[config.mk]
export PLATFORM = sky130hd
export DESIGN_NAME = lid_ctrl
export DESIGN_NICKNAME = d
export VERILOG_FILES = /design/src/hw/rtl/lid_pkg.sv /design/src/hw/rtl/lid_ctrl.sv
export SDC_FILE = /design/constraint.sdc
export NUM_CORES = 1
export LEC_CHECK = 0
export ABC_AREA = 1
export CORE_MARGIN = 5
export CORE_UTILIZATION = 30
export DETAILED_ROUTE_END_ITERATION = 7
export DONT_BUFFER_PORTS = 1
export PLACE_DENSITY_LB_ADDON = 0.2
export SLEW_MARGIN = 20
export SYNTH_ARGS = -nofsm -noshare
export SYNTH_HDL_FRONTEND = slang
export SYNTH_SLANG_ARGS = --single-unit
[constraint.sdc]
create_clock -name clk -period 3.4 [get_ports clk]
set_input_delay 0 -clock clk [delete_from_list [all_inputs] [get_ports clk]]
set_output_delay 0 -clock clk [all_outputs]
set_load 0.02 [all_outputs]
[src/hw/rtl/lid_pkg.sv]
// Package of the Lanczos image decimator: constants, codes, states and control structs.
`default_nettype none
package lid_pkg;
	localparam int DEF_MAX_WIDTH  = 256;
	localparam int DEF_MAX_HEIGHT = 256;
	localparam int DEF_MAX_HALF   = 32;

	localparam int CFG_W     = 16;
	localparam int CFG_IDX_W = 3;

	localparam logic [CFG_IDX_W-1:0] CFG_IN_WIDTH   = 3'd0;
	localparam logic [CFG_IDX_W-1:0] CFG_IN_HEIGHT  = 3'd1;
	localparam logic [CFG_IDX_W-1:0] CFG_OUT_WIDTH  = 3'd2;
	localparam logic [CFG_IDX_W-1:0] CFG_OUT_HEIGHT = 3'd3;
	localparam logic [CFG_IDX_W-1:0] CFG_SCALE      = 3'd4;
	localparam logic [CFG_IDX_W-1:0] CFG_KHALF      = 3'd5;

	localparam logic [8:0]  RST_IN_WIDTH   = 9'd256;
	localparam logic [8:0]  RST_IN_HEIGHT  = 9'd256;
	localparam logic [8:0]  RST_OUT_WIDTH  = 9'd128;
	localparam logic [8:0]  RST_OUT_HEIGHT = 9'd128;
	localparam logic [15:0] RST_SCALE      = 16'd8192;
	localparam logic [5:0]  RST_KHALF      = 6'd8;

	localparam logic [1:0] OP_PIX  = 2'd0;
	localparam logic [1:0] OP_COEF = 2'd1;
	localparam logic [1:0] OP_CMP  = 2'd2;

	localparam logic [1:0] ST_OK    = 2'd0;
	localparam logic [1:0] ST_WRITE = 2'd1;
	localparam logic [1:0] ST_ERR   = 2'd2;

	// Tap positions are (2n+1)*scale + 4096*k; the source index is that value >> 13.
	localparam int TAP_W   = 28;
	localparam int TAP_SH  = 13;
	localparam int HALF_SH = 12;

	localparam int HS_W  = 32;
	localparam int W_W   = 24;
	localparam int VS_W  = 44;
	localparam int NUM_W = 48;
	localparam int DEN_W = 33;
	localparam int Q_W   = NUM_W + 1;
	localparam int RV_W  = 17;

	// Row value: round(hs*256/hw) = floor((512*hs + hw) / (2*hw)).
	localparam int ROW_NUM_SH = 9;
	// Output: floor((2*vs + 256*vw) / (512*vw)).
	localparam int FIN_W_SH = 8;
	localparam int FIN_D_SH = 9;

	localparam int RV_MAX  = 65535;
	localparam int RV_MIN  = -65536;
	localparam int PIX_MAX = 255;

	typedef enum logic [3:0] {
		S_IDLE, S_INIT, S_HW, S_HW_END, S_HW_CHK, S_ROW, S_TAP, S_TAP_END,
		S_RDIV, S_RWAIT, S_RCOEF, S_RACC, S_FCHK, S_FWAIT
	} state_t;

	typedef struct packed {
		logic accept;
		logic init;
		logic hw_step;
		logic row_setup;
		logic row_next;
		logic tap_step;
		logic div_row;
		logic rv_load;
		logic coef_rd;
		logic v_acc;
		logic div_fin;
		logic res_ok;
		logic res_err;
	} ctrl_t;

	typedef struct packed {
		logic cmp_ok;
		logic kc_last;
		logic kv_last;
		logic row_in;
		logic hw_pos;
		logic vw_pos;
		logic div_done;
	} stat_t;
endpackage
`default_nettype wire

[src/hw/rtl/lid_ctrl.sv]
// Controller state machine of the Lanczos image decimator.
`default_nettype none
module lid_ctrl (
	input  logic            clk,
	input  logic            arst_n,
	input  logic            start,
	output logic            busy,
	input  lid_pkg::stat_t  stat,
	output lid_pkg::ctrl_t  cmd
);
	lid_pkg::state_t state_q, state_d;

	always_ff @(posedge clk or negedge arst_n) begin
		if (!arst_n) begin
			state_q <= lid_pkg::S_IDLE;
		end else begin
			state_q <= state_d;
		end
	end

	always_comb begin
		state_d = state_q;
		cmd     = '0;
		case (state_q)
			lid_pkg::S_IDLE: begin
				if (start) begin
					cmd.accept = 1'b1;
					if (stat.cmp_ok) begin
						state_d = lid_pkg::S_INIT;
					end
				end
			end
			lid_pkg::S_INIT: begin
				cmd.init = 1'b1;
				state_d  = lid_pkg::S_HW;
			end
			lid_pkg::S_HW: begin
				cmd.hw_step = 1'b1;
				if (stat.kc_last) begin
					state_d = lid_pkg::S_HW_END;
				end
			end
			lid_pkg::S_HW_END: state_d = lid_pkg::S_HW_CHK;
			lid_pkg::S_HW_CHK: begin
				if (!stat.hw_pos) begin
					cmd.res_err = 1'b1;
					state_d     = lid_pkg::S_IDLE;
				end else begin
					state_d = lid_pkg::S_ROW;
				end
			end
			lid_pkg::S_ROW: begin
				if (stat.row_in) begin
					cmd.row_setup = 1'b1;
					state_d       = lid_pkg::S_TAP;
				end else begin
					cmd.row_next = 1'b1;
					if (stat.kv_last) begin
						state_d = lid_pkg::S_FCHK;
					end
				end
			end
			lid_pkg::S_TAP: begin
				cmd.tap_step = 1'b1;
				if (stat.kc_last) begin
					state_d = lid_pkg::S_TAP_END;
				end
			end
			lid_pkg::S_TAP_END: state_d = lid_pkg::S_RDIV;
			lid_pkg::S_RDIV: begin
				cmd.div_row = 1'b1;
				state_d     = lid_pkg::S_RWAIT;
			end
			lid_pkg::S_RWAIT: begin
				if (stat.div_done) begin
					cmd.rv_load = 1'b1;
					state_d     = lid_pkg::S_RCOEF;
				end
			end
			lid_pkg::S_RCOEF: begin
				cmd.coef_rd = 1'b1;
				state_d     = lid_pkg::S_RACC;
			end
			lid_pkg::S_RACC: begin
				cmd.v_acc    = 1'b1;
				cmd.row_next = 1'b1;
				state_d      = stat.kv_last ? lid_pkg::S_FCHK : lid_pkg::S_ROW;
			end
			lid_pkg::S_FCHK: begin
				if (!stat.vw_pos) begin
					cmd.res_err = 1'b1;
					state_d     = lid_pkg::S_IDLE;
				end else begin
					cmd.div_fin = 1'b1;
					state_d     = lid_pkg::S_FWAIT;
				end
			end
			lid_pkg::S_FWAIT: begin
				if (stat.div_done) begin
					cmd.res_ok = 1'b1;
					state_d    = lid_pkg::S_IDLE;
				end
			end
			default: state_d = lid_pkg::S_IDLE;
		endcase
	end

	assign busy = (state_q != lid_pkg::S_IDLE);
endmodule
`default_nettype wire

After elaboration in Yosys (flattened, before gate mapping)
Index checks and enable logic that the tools add are counted.
{ "op_classes": {"n_mux": 32, "n_reduce_logical": 3, "eq_ne": 20} }
{ "op_table": {"columns": ["cell", "n"], "rows": [
  ["$pmux 4 s14", 1],
  ["$mux 4", 10],
  ["$eq 4x4->1 const B", 6],
  ["$mux 1", 18],
  ["$eq 4x3->1 const B", 4],
  ["$ne 2x2->1 const B", 6],
  ["$eq 4x2->1 const B", 2],
  ["$reduce_and 7->1", 1],
  ["$eq 4x1->1 const B", 1],
  ["$logic_not 4->1", 1],
  ["$pmux 1 s2", 2],
  ["$reduce_bool 4->1", 1],
  ["$mux 3", 1],
  ["$ne 3x3->1 const B", 1]
]} }
{ "totals": {"ff_bits": 4, "input_bits": 10, "output_inout_bits": 14} }

Depth between registers and ports, before layout
{ "logic_depth": {"word_depth": 3, "depth_mapped": 8, "mapped_depth_nobuf": 8} }

Worst setup path before layout
No wires, ideal clock.
{ "synth_path": {"path_kind": "register -> register", "start": "register state_q[2]", "end": "register state_q[1]", "path_slack_ns": 2.102, "synth_period_minus_slack_ns": 1.298, "setup_ns": 0.067, "arrival_time_ns": 1.232, "path_stages_with_launch": 8, "n_path_buf": 0, "required_ns": 3.333, "cell_sequence": "dfrtp_1 > nor2_1 > inv_1 > nor2_1 > nor2_1 > nand3_1 > nand2_1 > nand2_1"} }
{ "synth_between": {"elab_chain_len": 3} }
{ "synth_lines": {"columns": ["element", "line_no", "text"], "rows": [
  ["start: declaration", "lid_ctrl.sv:11", "lid_pkg::state_t state_q, state_d;"],
  ["start signal: assignment", "lid_ctrl.sv:15", "state_q <= lid_pkg::S_IDLE;"],
  ["start signal: assignment", "lid_ctrl.sv:17", "state_q <= state_d;"],
  ["$eq 4x3->1, or another cell as far along", "lid_ctrl.sv:24", "case (state_q)"],
  ["$ne 3x3->1 (no source line) / $ne 2x2->1 (equally long branches)", null, null],
  ["$reduce_and 7->1 (no source line)", null, null]
]} }
Several ways; a longest one is shown, not always the timed one.
A chain may end at the register's enable or synchronous reset.

==> run_results.csv <==
group,metric,value,unit
run_status,status,"completed",
logic_synthesis,yosysTopAreaCell,"nand2_1",
timing,hold_viol,0,
finish,syn2layout_area_growth,11.1,%
clocking,cts_inserted_buffers,3,
logic_synthesis,synth_commonest_cells,"nand2_1, nor2_1, inv_1",
logic_synthesis,yosys.area_share.simple,0.613,
logic_synthesis,async_reset_ff_frac,1.00,
placement,port_buffers,0,
finish,largest_register,"state_q",
floorplanning,die_y,49.8,um
timing,setup_viol,0,
worst_hold_path,min_path_type,"primary input to flop",
clocking,cts_setup_buffers,0,
timing,skew,0.000893,ns
drt,wl_met2,565,um
power,swShare,0.579,
setup_path,crit_path_start_kind,"flop",
placement,placed_cell_area,495,um2
finish,layout.cell_area.non_filler,528,um2
floorplanning,start_util,0.316,
finish,fillers,181,
floorplanning,io_pins,24,
global_routing,track_usage,0.108,
timing,worst_slew_pin_slew,0.636,ns
timing,drv_slew,0,
setup_path,critPathMaxFanout,7,
drt,wl_per_cell,10.8,um
power,seqPwrFrac,0.233,
finish,layout-drive-gt1-share,0.143,
setup_path,worstSetupPathType,"flop to output port",
clocking,clock_latency,0.23,ns
drt,met1Wirelength,606,um
clocking,cts_sinks,4,
clocking,cts-root-buf,"clkbuf_4",
logic_synthesis,netlist_instances,94,
global_routing,grt_max_degree,8,
setup_path,r2r.worst_path.cells,7,
global_routing,grt_pass1_vias,474,
worst_hold_path,hold_start,"stat[5]",
power,leakage,0.356,nW
finish,seq_area,100,um2
logic_synthesis,synth_fa_ha_area_frac,0,
drt,wl,1240,um
power,vdd_ir_drop_max,0.333,mV
worst_hold_path,holdPathEnd,"state_q[1]$_DFFE_PN0P_",
global_routing,grt_pass1_wl,2120,um
finish,antenna_cells,0,
finish,top_regs,"state_q (4)",
drt,drt_first_pass_iters,4,
power,clkPwrFrac,0.130,
clocking,htree_levels,1,
logic_synthesis,synth_most_common_cell,"nand2_1",
logic_synthesis,yosys_warnings,0,
worst_hold_path,min_path_cells,3,
placement,hpwl,1060,um
floorplanning,die_area,0.00248,mm2
finish,largest_reg_flops,4,
setup_path,r2r-end,"state_q[1]$_DFFE_PN0P_",
drt,topRoutingLayerUsed,"met3",
timing,max_clock_freq,611,MHz
logic_synthesis,synth-main-ff-cell,"dfrtp_1",
placement,gp_congestion,0.730,
clocking,clk_path_buf_depth,2,
drt,ant_nets,0,
power,p_int,0.000187,W
logic_synthesis,synth_xor_area_frac,0,
finish,nNetsFinal,110,
global_routing,antenna_found_initial,0,
setup_path,end_kind,"output port",
power,total_power,0.000443,W
logic_synthesis,synth_edf_count,0,
logic_synthesis,ys_seq_area_frac,0.211,
clocking,clkTransAtPathRegs,0.04,ns
timing,rsz0062_at_grt,"no",
logic_synthesis,ys_types,13,
logic_synthesis,ys_ff_latch,4,
logic_synthesis,synth_top_family_by_area,"simple AND/OR/NAND/NOR gates",
drt,drt_iter0_drc,10,
power,comb_power_share,0.637,
setup_path,critPathArrivalTime,1.64,ns
logic_synthesis,synthMuxAreaShare,0,
drt,via_count,530,
global_routing,overflow,0,
drt,viasPerCell,4.65,
setup_path,rr_startpoint,"state_q[2]$_DFFE_PN0P_",
clocking,cts_tree,"yes",
timing,min_period,1.64,ns
timing,fin_crit_sh,0.482,
floorplanning,fp-row-count,14,
floorplanning,coreArea,0.00151,mm2
floorplanning,die_x,49.8,um
setup_path,crit_required,3.40,ns
logic_synthesis,synth_nets,104,
logic_synthesis,syn_avg_cell_area,5.06,um2
logic_synthesis,synth_compound_area_frac,0.0342,
power,power_density,839,mW/mm2
finish,multiInputGateArea,308,um2
drt,drcViolationCount,0,
timing,finalSetupTns,0,ns
setup_path,reg2reg_setup_slack,1.97,ns
drt,met3_length,63,um
logic_synthesis,netlist_area,475,um2
timing,slew_headroom,0.571,
power,p_sw,0.000256,W
logic_synthesis,synthTopCellsByArea,"nand2_1, dfrtp_1, nor2_1",
logic_synthesis,synth_top_cell_area_share,0.268,
flow_run,cap_violations,0,
## power by group through the flow
stage	Clock [W]	Sequential [W]	Combinational, W
global placement	0	0.000102	0.000286
finish	0.0000577	0.000103	0.000282
global route	0.0000653	0.000108	0.000321
detailed placement	0	0.000104	0.000284
floorplan	0	0.0000967	0.000240
CTS	0.0000618	0.000103	0.000287
## worst max-delay path by stage
| stage | startpoint | slack (ns) | endpoint | cells past startpoint |
|---|---|---|---|---|
| after floorplan | state_q[2]$_DFFE_PN0P_ | 2.10 | state_q[1]$_DFFE_PN0P_ | 7 |
| after global placement | state_q[2]$_DFFE_PN0P_ | 2.01 | state_q[1]$_DFFE_PN0P_ | 7 |
| after detailed placement | state_q[2]$_DFFE_PN0P_ | 1.97 | state_q[1]$_DFFE_PN0P_ | 7 |
| after CTS | state_q[2]$_DFFE_PN0P_ | 1.75 | cmd[8] | 4 |
| after global routing | state_q[2]$_DFFE_PN0P_ | 1.66 | cmd[8] | 4 |
| final | state_q[2]$_DFFE_PN0P_ | 1.76 | cmd[8] | 4 |
## area by class of cell
cell class,instances,share of cell area
inverter,18,0.128
sequential,4,0.190
timing repair buffer,1,0.0190
tap,16,0.0379
clock buffer,3,0.0427
multi-input combinational,72,0.583
## metal layers
metal / track usage / vias up
met2: 0.157 / 16
li1: - / 294
met4: 0.0655 / 0
met1: 0.144 / 220
met3: 0.0211 / 0
met5: 0 / -
## cell usage in the layout (no fill, tap or decap)
cell type      instances
nand4_1                1
o21ai_0                1
nor3_1                 2
clkbuf_4               3
inv_1                 14
nand2_1               34
inv_2                  4
nor2_1                17
nor2_2                 5
nand3_1                8
a21oi_1                1
dlygate4sd3_1          1
dfrtp_1                4
nand2_2                2
o22ai_1                1
## critical path, cell delays in order (launching register included)
cell and delay (ns):
dfrtp_1 0.48, inv_2 0.08, nor2_2 0.21, nand2_2 0.11, o21ai_0 0.53
## per-stage QoR
step / worst slack [ns] / utilization / instances / hold WS, ns
final: 1.76 / 0.350 / 114 / 0.0220
after global routing: 1.66 / 0.350 / 114 / 0.0376
after CTS: 1.75 / 0.350 / 114 / 0.0209
after detailed placement: 1.97 / 0.329 / 110 / -0.295
after global placement: 2.01 / 0.329 / 110 / -0.295
after floorplan: 2.10 / - / 94 / -0.296
## what timing repair did
| action | in CTS | in global routing |
|---|---|---|
| resized for setup | 0 | 0 |
| hold endpoints to repair | 4 | 0 |
| hold buffers | 1 | 0 |
## logic make-up (layout without fill, tap and decap cells)
family / Yosys count / count (layout)
and+or+nand+nor: 69 / 69
buffers and inverters: 18 / 22
AOI/OAI and AO/OA: 3 / 3
DFF: 4 / 4
Power figures use the tool's default switching activity.
